`src/rtl/lrdg_pkg.sv`:
```
// shared types, constants and helpers for the linear resample, downmix and gain block
package lrdg_pkg;

  localparam int unsigned MaxInChannels  = 8;
  localparam int unsigned MaxOutChannels = 4;
  localparam int unsigned MaxResults     = 32;
  localparam int unsigned CountBits      = 24;
  localparam int unsigned RateBits       = 18;
  localparam int unsigned SumBits        = 20;
  localparam int unsigned PosBits        = CountBits + 2;
  localparam int unsigned DivNumBits     = 56;
  localparam int unsigned DivDenBits     = 30;
  localparam int unsigned MagBits        = 38;
  localparam int unsigned MagHalf        = 19;
  localparam int unsigned GainBits       = 16;
  localparam int unsigned CapBits        = 6;

  typedef enum logic [2:0] {
    REG_IN_RATE      = 3'd0,
    REG_OUT_RATE     = 3'd1,
    REG_IN_CHANNELS  = 3'd2,
    REG_OUT_CHANNELS = 3'd3,
    REG_VOLUME_GAIN  = 3'd4,
    REG_FRAME_COUNT  = 3'd5
  } reg_index_e;

  typedef enum logic [3:0] {
    ST_IDLE,
    ST_TOT,
    ST_TOT_WAIT,
    ST_FRAME,
    ST_COND,
    ST_MUL,
    ST_MAG,
    ST_PP,
    ST_VDIV,
    ST_VDIV_WAIT,
    ST_PDIV,
    ST_PDIV_WAIT,
    ST_CONT,
    ST_EMIT,
    ST_END
  } state_e;

  typedef struct packed {
    logic take;
    logic tot_start;
    logic tot_load;
    logic frame_load;
    logic mul;
    logic mag;
    logic pp;
    logic vdiv_start;
    logic v_load;
    logic pdiv_start;
    logic pos_load;
    logic cont_load;
    logic emit_adv;
    logic end_frame;
  } cmd_t;

  typedef struct packed {
    logic first;
    logic frame_done;
    logic cont;
    logic cont_q;
    logic div_done;
    logic last_ch;
  } status_t;

  // output frames allowed per input frame for a given copy count
  function automatic logic [CapBits-1:0] frame_cap(input logic [2:0] oc);
    logic [CapBits-1:0] c;
    begin
      unique case (oc)
        3'd1:    c = 6'd32;
        3'd2:    c = 6'd16;
        3'd3:    c = 6'd10;
        default: c = 6'd8;
      endcase
      return c;
    end
  endfunction

endpackage

```
`src/rtl/lrdg_ctrl.sv`:
```
// controller state machine sequencing one input word
module lrdg_ctrl
  import lrdg_pkg::*;
(
  input  logic    clk_i,
  input  logic    rst_ni,
  input  logic    in_valid_i,
  input  logic    out_stall_i,
  input  status_t status_i,
  output cmd_t    cmd_o,
  output logic    in_stall_o,
  output logic    out_valid_o
);

  state_e state_q, state_d;

  always_ff @(posedge clk_i or negedge rst_ni) begin
    if (!rst_ni) begin
      state_q <= ST_IDLE;
    end else begin
      state_q <= state_d;
    end
  end

  always_comb begin
    state_d     = state_q;
    cmd_o       = '0;
    in_stall_o  = 1'b1;
    out_valid_o = 1'b0;
    unique case (state_q)
      ST_IDLE: begin
        in_stall_o = 1'b0;
        if (in_valid_i) begin
          cmd_o.take = 1'b1;
          state_d    = status_i.first ? ST_TOT : ST_FRAME;
        end
      end
      ST_TOT: begin
        cmd_o.tot_start = 1'b1;
        state_d         = ST_TOT_WAIT;
      end
      ST_TOT_WAIT: begin
        if (status_i.div_done) begin
          cmd_o.tot_load = 1'b1;
          state_d        = ST_FRAME;
        end
      end
      ST_FRAME: begin
        if (status_i.frame_done) begin
          cmd_o.frame_load = 1'b1;
          state_d          = ST_COND;
        end else begin
          state_d = ST_IDLE;
        end
      end
      ST_COND: state_d = status_i.cont ? ST_MUL : ST_END;
      ST_MUL: begin
        cmd_o.mul = 1'b1;
        state_d   = ST_MAG;
      end
      ST_MAG: begin
        cmd_o.mag = 1'b1;
        state_d   = ST_PP;
      end
      ST_PP: begin
        cmd_o.pp = 1'b1;
        state_d  = ST_VDIV;
      end
      ST_VDIV: begin
        cmd_o.vdiv_start = 1'b1;
        state_d          = ST_VDIV_WAIT;
      end
      ST_VDIV_WAIT: begin
        if (status_i.div_done) begin
          cmd_o.v_load = 1'b1;
          state_d      = ST_PDIV;
        end
      end
      ST_PDIV: begin
        cmd_o.pdiv_start = 1'b1;
        state_d          = ST_PDIV_WAIT;
      end
      ST_PDIV_WAIT: begin
        if (status_i.div_done) begin
          cmd_o.pos_load = 1'b1;
          state_d        = ST_CONT;
        end
      end
      ST_CONT: begin
        cmd_o.cont_load = 1'b1;
        state_d         = ST_EMIT;
      end
      ST_EMIT: begin
        out_valid_o = 1'b1;
        if (!out_stall_i) begin
          if (status_i.last_ch) begin
            state_d = status_i.cont_q ? ST_MUL : ST_END;
          end else begin
            cmd_o.emit_adv = 1'b1;
          end
        end
      end
      ST_END: begin
        cmd_o.end_frame = 1'b1;
        state_d         = ST_IDLE;
      end
      default: state_d = ST_IDLE;
    endcase
  end

endmodule

```
`config.mk`:
```
export PLATFORM = sky130hd
export DESIGN_NAME = lrdg_ctrl
export DESIGN_NICKNAME = d
export VERILOG_FILES = /design/src/rtl/lrdg_pkg.sv /design/src/rtl/lrdg_ctrl.sv
export SDC_FILE = /design/constraint.sdc
export NUM_CORES = 1
export LEC_CHECK = 0
export BUFFER_PORTS_ARGS = -buffer_cell sky130_fd_sc_hd__buf_2
export CAP_MARGIN = 20
export CORE_AREA = 5 5 42 44
export CTS_CLUSTER_DIAMETER = 50
export CTS_CLUSTER_SIZE = 30
export DETAILED_ROUTE_END_ITERATION = 6
export DIE_AREA = 0 0 47 49
export GPL_ROUTABILITY_DRIVEN = 0
export HOLD_SLACK_MARGIN = 0.15
export PLACE_DENSITY = 0.67
export SLEW_MARGIN = 20
export SYNTH_ARGS = -nofsm -noshare
export SYNTH_HDL_FRONTEND = slang
export SYNTH_SLANG_ARGS = --single-unit
```
`constraint.sdc`:
```
create_clock -name clk_i -period 3.3 [get_ports clk_i]
set_input_delay 0.33 -clock clk_i [delete_from_list [all_inputs] [get_ports clk_i]]
set_output_delay 0.33 -clock clk_i [all_outputs]
set_load 0.02 [all_outputs]
```
==> flow_summary.yaml, run 1 <==
yosys:
  syn_nets: 76
  synth_common_cells: "nor2_1 (9), nand2_1 (8), inv_1 (5), o21ai_0 (5)"
  yosysTopAreaCellShare_pct: 20.7
  synth.distinct_cells: 29
  synth-edff-count: 0
  syn_area_sq_um: 483
  ys_ff_latch: 4
  yosysWarningCount: 0
  ys_seq_area_share_pct: 20.7
  yosys_most_used_dff: "dfrtp_1"
  synth-async-reset-ratio_pct: 100
  synth.area.top_cells: "dfrtp_1 (21%), nor2_1 (7.0%), mux2_4 (6.2%)"
  synth.largest_area_cell: "dfrtp_1"
  synth.avg_cell_area_sq_um: 7.32
  yosysMostFrequentCell: "nor2_1"
  syn_inst: 66
pwr:
  cellPowerDensity_nw_per_um2: 821
  peakVddDrop_mv: 0.423
  total_power_w: 0.000521
  leakage_nw: 0.336
route:
  wire_per_inst_um: 12.4
  dr.first_iter.drc_count: 8
  drc: 0
  viasPerCell: 5.15
  vias: 546
  drt_pass1_iterations: 2
  drtAntennaViolNets: 0
  drt_wl_total_um: 1310
worst_setup_path:
  worstPathMaxFanout: 16
  cp-startpoint: "state_q[0]"
  rr_endpoint: "state_q[1]"
  ff2ff_setup_slack_ps: 1390
  rr_startpoint: "state_q[0]"
  endpoint_kind: "primary output"
  cp.required_ps: 2970
  cpMaxStageDelayCell: "or4_4"
  crit_arrival_ps: 1630
  worstSetupPathType: "flip-flop to primary output"
  start_kind: "flip-flop"
  max_stage_delay_ps: 610
  crit_chain: "or4_4 -> nor2_1 -> buf_2"
  rr_worst_depth: 4
  crit_path_end: "cmd_o[13]"
floorplan:
  die_w_um: 47
  initial_core_util_pct: 34.5
  rows: 14
  fp.dieH_um: 49
  die_area_sq_um: 2300
  core_region_area_sq_um: 1400
  io_pins: 26
cells_and_area:
  drive_gt1_share_pct: 38.9
  regMostFlops: "state_q"
  fin_nets: 102
  final_cell_area_sq_um: 634
  nFillCells: 148
  largest_reg_flops: 4
  reg_top3: "state_q: 4 flops"
  area_delta_synth_final_pct: 31.3
  antenna_cells: 0
clocking:
  worstSkewPairLatency_ps: 240
  cts_tree: "yes"
  clockBufferDepth: 2
  cts.clk_slew.worst_paths_ps: 40
  ctsHoldBuffers: 1
  htreeDepth: 1
  postCtsSetupBuffers: 0
  cts.sinks: 4
  numCtsBuffers: 3
  cts_root_buf: "clkbuf_4"
  post_cts_resized: 0
grt:
  grt_max_degree: 19
  grt_pass1_wl_um: 2110
  grt_pass1_vias: 469
  antenna_found_initial: 0
  grt_overflow: 0
  grt_use_total_pct: 12.6
place:
  dp_hpwl_um: 961
  place_area_sq_um: 602
  port_buffers: 25
timing:
  rsz0062_at_grt: "false"
  finClkSkew_ps: 6.40
  timing.final.crit_share_pct: 59.5
  maxSlewViolCount: 0
  fin_setup_tns_ps: 0
  worst_slew_pin_slew_ps: 500
  period_needed_ps: 1960
  slew_headroom_pct: 66.6
  fmax_mhz: 509
  setup-violations-final: 0
  hold_violations: 0
worst_hold_path:
  hp-class: "input pin to async pin"
status:
  outcome: "complete, no violations"
flow_run:
  cap_viol_max_count: 0
==> where the power goes <==
group / internal, W / switching [W] / total, W / leakage, nW
Clock: 0.0000409 / 0.0000230 / 0.0000639 / 0.0138
Sequential: 0.0000690 / 0.0000768 / 0.000146 / 0.0498
Combinational: 0.000154 / 0.000157 / 0.000311 / 0.272
Total: 0.000264 / 0.000257 / 0.000521 / 0.336
==> layer usage <==
metal  global-route usage, %  up-vias  share of wire (%)
met5                       0        -                  0
met4                    6.91        0                1.6
met2                    16.1       14                 47
met3                    3.32        2                7.3
met1                    18.4      245                 44
li1                        -      285                  -
==> final cells by class <==
| cell class | count | area (sq um) | share of cell area (%) |
|---|---|---|---|
| multi-input combinational | 52 | 338 | 53.3 |
| sequential | 4 | 100 | 15.8 |
| timing repair buffer | 26 | 135 | 21.3 |
| tap | 16 | 20.0 | 3.16 |
| clock buffer | 3 | 22.5 | 3.55 |
| inverter | 5 | 18.8 | 2.96 |
==> placed cells by master, fill, tap and decap left out <==
master | synthesis | final
mux2_4 | 2 | 2
o21bai_1 | 1 | 1
o21ai_0 | 5 | 5
nand3b_1 | 1 | 1
nand2b_1 | 2 | 2
inv_1 | 5 | 5
a41oi_1 | 1 | 1
buf_2 | 0 | 25
a211o_1 | 1 | 1
nor3_1 | 4 | 4
nand2b_4 | 1 | 1
or3b_2 | 1 | 1
dlygate4sd3_1 | 0 | 1
nor2_1 | 9 | 9
a221oi_2 | 1 | 1
and3_4 | 1 | 1
clkbuf_4 | 0 | 3
o22a_1 | 1 | 1
dfrtp_1 | 4 | 4
a21oi_1 | 3 | 3
nand3_1 | 1 | 1
nor4_1 | 1 | 1
nor4b_1 | 2 | 2
o22ai_1 | 1 | 1
and4b_1 | 1 | 1
nand2_1 | 8 | 8
a22oi_1 | 1 | 1
or4_4 | 1 | 1
a221oi_1 | 1 | 1
or3b_1 | 1 | 1
==> worst min path at each step <==
stage                 endpoint   start  slack (ps)
floorplan           state_q[0]  rst_ni          30
global placement    state_q[2]  rst_ni         140
detailed placement  state_q[2]  rst_ni         140
CTS                 state_q[0]  rst_ni         410
global route        state_q[0]  rst_ni         420
finish              state_q[3]  rst_ni         420
==> cells by family after synthesis <==
group | synth area share [%]
DFF | 20.7
muxes | 6.22
and+or+nand+nor | 40.7
buffers and inverters | 9.33
AOI/OAI and AO/OA | 23.1
==> per-stage QoR <==
step	utilization, %	std cells	setup WS [ps]	hold WS, ps
floorplan	-	66	1360	34.4
global placement	42.9	102	1440	139
detailed placement	42.9	102	1410	139
CTS	45.3	106	1330	412
finish	45.3	106	1340	417
global route	45.3	106	1160	423
==> critical path, delay by kind of cell, from the launching register on <==
kind                   cells  cell delay (ps)
AND/OR/NAND/NOR            2              700
buffers and inverters      1              160
flip-flops                 1              530
(Power assumes the default switching activity.)
==> inputs of run 2 (changes only) <==
clock period = 1.99 ns   (was 3.3 ns; I/O delays follow)
==> run 2 against run 1 <==
Compared with the run above:
- critical path depth rose by 2
- die area unchanged
- sequential power rose by 8%
- final cell count increased by 3.8%
- sequential share of layout area fell by 0.71 points
- clock power is 53% higher
- total power rose by 74%
- cell area grew 4.7%
- critical path type is now flip-flop to flip-flop
- largest power group unchanged
- highest routed layer unchanged
==> flow_summary.yaml, run 2 (synthesis gave the netlist of run 1 again) <==
clocking:
  postCtsSetupBuffers: 0
  worstSkewPairLatency_ps: 230
  htreeDepth: 1
  ctsHoldBuffers: 1
  cts_root_buf: "clkbuf_4"
  clockBufferDepth: 2
  cts.sinks: 4
  cts.clk_slew.worst_paths_ps: 40
  post_cts_resized: 0
  numCtsBuffers: 3
  cts_tree: "yes"
timing:
  rsz0062_at_grt: "false"
  period_needed_ps: 1780
  slew_headroom_pct: 71.8
  fmax_mhz: 562
  maxSlewViolCount: 0
  timing.final.crit_share_pct: 89.4
  hold_violations: 0
  fin_setup_tns_ps: 0
  finClkSkew_ps: 2.07
  worst_slew_pin_slew_ps: 419
  setup-violations-final: 0
route:
  drt_wl_total_um: 1380
  wire_per_inst_um: 12.5
  dr.first_iter.drc_count: 9
  drt_pass1_iterations: 4
  drc: 0
  drtAntennaViolNets: 0
  viasPerCell: 5.36
  vias: 590
grt:
  grt_pass1_wl_um: 2350
  grt_use_met3_pct: 4.80
  grt_pass1_vias: 565
  grt_overflow: 0
  antenna_found_initial: 0
  grt_busiest_layer: "met2"
  grt_use_total_pct: 13.8
  use_met1_pct: 16.9
  grt_max_degree: 17
  use_met2_pct: 21.3
cells_and_area:
  layout_common_cells: "buf_2 (25), nor2_1 (9), nand2_1 (8), inv_1 (5), o21ai_0 (5)"
  reg_top3: "state_q: 4 flops"
  fin_nets: 106
  stdcell_count: 110
  area_delta_synth_final_pct: 37.6
  drive_gt1_share_pct: 41.5
  antenna_cells: 0
  final_common_cell: "buf_2"
  nFillCells: 157
  regMostFlops: "state_q"
  largest_reg_flops: 4
status:
  outcome: "complete, no violations"
pwr:
  peakVddDrop_mv: 0.507
  internal-power_w: 0.000479
  leakage_nw: 0.356
  netSwitchingFraction_pct: 47.3
  cellPowerDensity_nw_per_um2: 1370
  p_clk_share_pct: 10.8
  p_sw_w: 0.000430
  power_frac_seq_pct: 17.3
  pwr-share-comb_pct: 72.0
worst_hold_path:
  hp-class: "input pin to async pin"
worst_setup_path:
  endpoint_kind: "flip-flop"
  worstPathMaxFanout: 9
  cpMaxStageDelayCell: "or3b_2"
  max_stage_delay_ps: 490
  path_buf_inv: 1
  crit_chain: "buf_4 -> or3b_2 -> o22a_1 -> o22ai_1 -> mux2_4"
  cp.required_ps: 2160
  crit_arrival_ps: 1950
  worstSetupPathType: "flip-flop to flip-flop"
  path_delay_family: "simple AND/OR/NAND/NOR gates"
  start_kind: "flip-flop"
flow_run:
  cap_viol_max_count: 0
floorplan:
  io_pins: 26
  fp.dieH_um: 49
  rows: 14
  die_area_sq_um: 2300
  die_w_um: 47
  core_region_area_sq_um: 1400
  initial_core_util_pct: 34.5
place:
  dp_hpwl_um: 1090
  dp_cells: 106
  port_buffers: 25
## run 2: cell count changes in the layout (fill, tap and decap cells not counted), sizes merged
cell,change
buf,+4
## run 2: power by group through the flow
| stage | Combinational (W) | Sequential (W) | Clock, W |
|---|---|---|---|
| 3_5_place_dp | 0.000653 | 0.000157 | 0 |
| 3_3_place_gp | 0.000650 | 0.000153 | 0 |
| 5_1_grt | 0.000724 | 0.000164 | 0.000108 |
| 4_1_cts | 0.000656 | 0.000157 | 0.000101 |
| 2_1_floorplan | 0.000499 | 0.000148 | 0 |
| 6_report | 0.000654 | 0.000157 | 0.0000977 |
## run 2: layer usage
| metal | routed length [um] | vias up | share of wire [%] |
|---|---|---|---|
| met5 | 0 | - | 0 |
| met4 | 12 | 0 | 0.87 |
| met3 | 101 | 2 | 7.3 |
| met2 | 683 | 18 | 50 |
| met1 | 578 | 277 | 42 |
| li1 | - | 293 | - |
## run 2: path summary, 6_finish.rpt
path,slack [ps],cells past startpoint,startpoint,end
hold reg to reg,740,2,state_q[0],state_q[0]
setup / recovery,210,5,state_q[1],state_q[1]
setup reg to reg,210,5,state_q[1],state_q[1]
min in group clk_i,390,3,out_stall_i,state_q[2]
max in group asynchronous,1580,2,rst_ni,state_q[2]
hold / removal,290,2,rst_ni,state_q[0]
## run 2: final cells by class
class	count	area, sq um	area share, %
clock buffers	3	22.5	3.39
inverters	5	18.8	2.82
multi-input cells	52	338	50.8
flip-flops and latches	4	100	15.1
well taps	16	20.0	3.01
repair buffers	30	165	24.9
## run 2: stage by stage
| stage | util, % | worst slack [ps] | cell area, sq um | hold WS [ps] | power (W) |
|---|---|---|---|---|---|
| after floorplan | - | 180 | 483 | -96.6 | 0.000647 |
| after global placement | 45.1 | 264 | 632 | 4.52 | 0.000803 |
| after detailed placement | 45.1 | 217 | 632 | 3.99 | 0.000810 |
| after CTS | 47.4 | 208 | 664 | 295 | 0.000914 |
| after global routing | 47.4 | 98.3 | 664 | 325 | 0.000996 |
| final | 47.4 | 212 | 664 | 294 | 0.000909 |
==> inputs of run 3 (changes only) <==
CAP_MARGIN = 10   (was 20)
GPL_TIMING_DRIVEN = 0   (was default)
==> run 3 against run 2 <==
Compared with the run above:
- sequential power grew 5%
- worst hold slack gained 6.9 ps
- maximum frequency down 0.44%
- clock power is 0.9% lower
- routed wire length decreased by 1.8%
- combinational power is 3% lower
- critical endpoint is now cmd_o[10]
==> flow_summary.yaml, run 3 (synthesis gave the netlist of run 1 again) <==
status:
  outcome: "complete, no violations"
cells_and_area:
  fin_util_pct: 47.3
  reg_top3: "state_q: 4 flops"
  stdcell_count: 111
  drive_gt1_share_pct: 40.0
  fin_nets: 107
  regMostFlops: "state_q"
  largest_reg_flops: 4
  layout_common_cells: "buf_2 (25), nor2_1 (9), nand2_1 (8), inv_1 (5), o21ai_0 (5)"
  final_common_cell: "buf_2"
  antenna_cells: 0
  nFillCells: 161
  area_delta_synth_final_pct: 37.3
  final_cell_area_sq_um: 663
grt:
  grt_overflow: 0
  grt_use_total_pct: 12.4
  antenna_found_initial: 0
  grt_max_degree: 11
  grt_pass1_wl_um: 2090
  grt_pass1_vias: 490
route:
  viasPerCell: 5.23
  drt_pass1_iterations: 4
  wire_per_inst_um: 12.2
  drtAntennaViolNets: 0
  drt_wl_total_um: 1350
  dr.first_iter.drc_count: 4
  drc: 0
  vias: 581
place:
  port_buffers: 25
  place_area_sq_um: 628
  dp_hpwl_um: 1060
  dp_cells: 107
pwr:
  leakage_nw: 0.353
  peakVddDrop_mv: 0.589
  cellPowerDensity_nw_per_um2: 1360
timing:
  hold_violations: 0
  finClkSkew_ps: 2.84
  timing.final.crit_share_pct: 89.8
  period_needed_ps: 1790
  worst_slew_pin_slew_ps: 449
  setup-violations-final: 0
  fin_setup_tns_ps: 0
  fmax_mhz: 560
  maxSlewViolCount: 0
  slew_headroom_pct: 69.7
  rsz0062_at_grt: "false"
clocking:
  postCtsSetupBuffers: 0
  cts_tree: "yes"
  worstSkewPairLatency_ps: 230
  cts.sinks: 4
  cts_root_buf: "clkbuf_4"
  cts.clk_slew.worst_paths_ps: 40
  numCtsBuffers: 3
  htreeDepth: 1
  clockBufferDepth: 2
floorplan:
  rows: 14
  core_region_area_sq_um: 1400
  die_area_sq_um: 2300
  die_w_um: 47
  io_pins: 26
  initial_core_util_pct: 34.5
  fp.dieH_um: 49
worst_setup_path:
  cp.required_ps: 1790
  crit_chain: "clkbuf_2 -> nand2_1 -> nor4b_1 -> buf_2"
  path_delay_family: "buffers and inverters"
  endpoint_kind: "primary output"
  cpMaxStageDelayCell: "dfrtp_1"
  max_stage_delay_ps: 450
  path_buf_inv: 2
  start_kind: "flip-flop"
  worstSetupPathType: "flip-flop to primary output"
  crit_arrival_ps: 1590
  worstPathMaxFanout: 10
worst_hold_path:
  hp-class: "input pin to async pin"
flow_run:
  cap_viol_max_count: 0
-- run 3: changes by cell type in the layout (fill, tap and decap cells not counted) --
| cell | change |
|---|---|
| clkbuf_2 | +2 |
| buf_6 | +1 |
| buf_4 | -4 |
| clkbuf_1 | +2 |
-- run 3: final timing paths --
kind / start / endpoint / slack, ps / depth (start not counted)
worst max-delay path: state_q[0] / cmd_o[10] / 200 / 4
worst min-delay path: rst_ni / state_q[2] / 300 / 2
worst max register to register: state_q[0] / state_q[0] / 200 / 4
worst min register to register: state_q[1] / state_q[3] / 800 / 2
max in group asynchronous: rst_ni / state_q[0] / 1570 / 2
min in group clk_i: out_stall_i / state_q[2] / 390 / 3
-- run 3: per-stage QoR --
step	hold slack, ps	setup slack, ps	total power [W]
2_1_floorplan	-96.6	180	0.000647
3_3_place_gp	4.24	230	0.000784
3_5_place_dp	5.73	215	0.000790
4_1_cts	294	57.5	0.000897
5_1_grt	294	81.5	0.000977
6_report	301	204	0.000899
-- run 3: layer usage --
metal / global-route usage [%] / vias to the layer above / routed length, um
met4: 2.76 / 0 / 0
met1: 16.4 / 268 / 657
li1: - / 295 / -
met2: 17.6 / 18 / 598
met5: 0 / - / 0
met3: 6.64 / 0 / 95
-- run 3: area by class of cell --
cell class              count  area, sq um  area share, %
plain buffers               5         28.8           4.34
inverters                   5         18.8           2.83
clock buffers               3         22.5           3.40
multi-input cells          52          338           50.9
well taps                  16         20.0           3.02
flip-flops and latches      4          100           15.1
repair buffers             26          135           20.4
-- run 3: timing repair --
action | in CTS | in global routing
setup endpoints to repair | 0 | 2
hold buffers | 1 | 0
hold endpoints to repair | 4 | 0
gates resized for setup | 0 | 4
-- run 3: worst register-to-register path, delay by kind of cell, from the launching register on --
| family | cells | cell delay, ps |
|---|---|---|
| AND/OR/NAND/NOR | 3 | 930 |
| multiplexers | 1 | 290 |
| flip-flops | 1 | 440 |
-- run 3: where the power goes --
group	internal [W]	switching [W]	total, W
logic	0.000282	0.000355	0.000637
registers	0.000116	0.0000487	0.000165
clock network	0.0000672	0.0000296	0.0000968
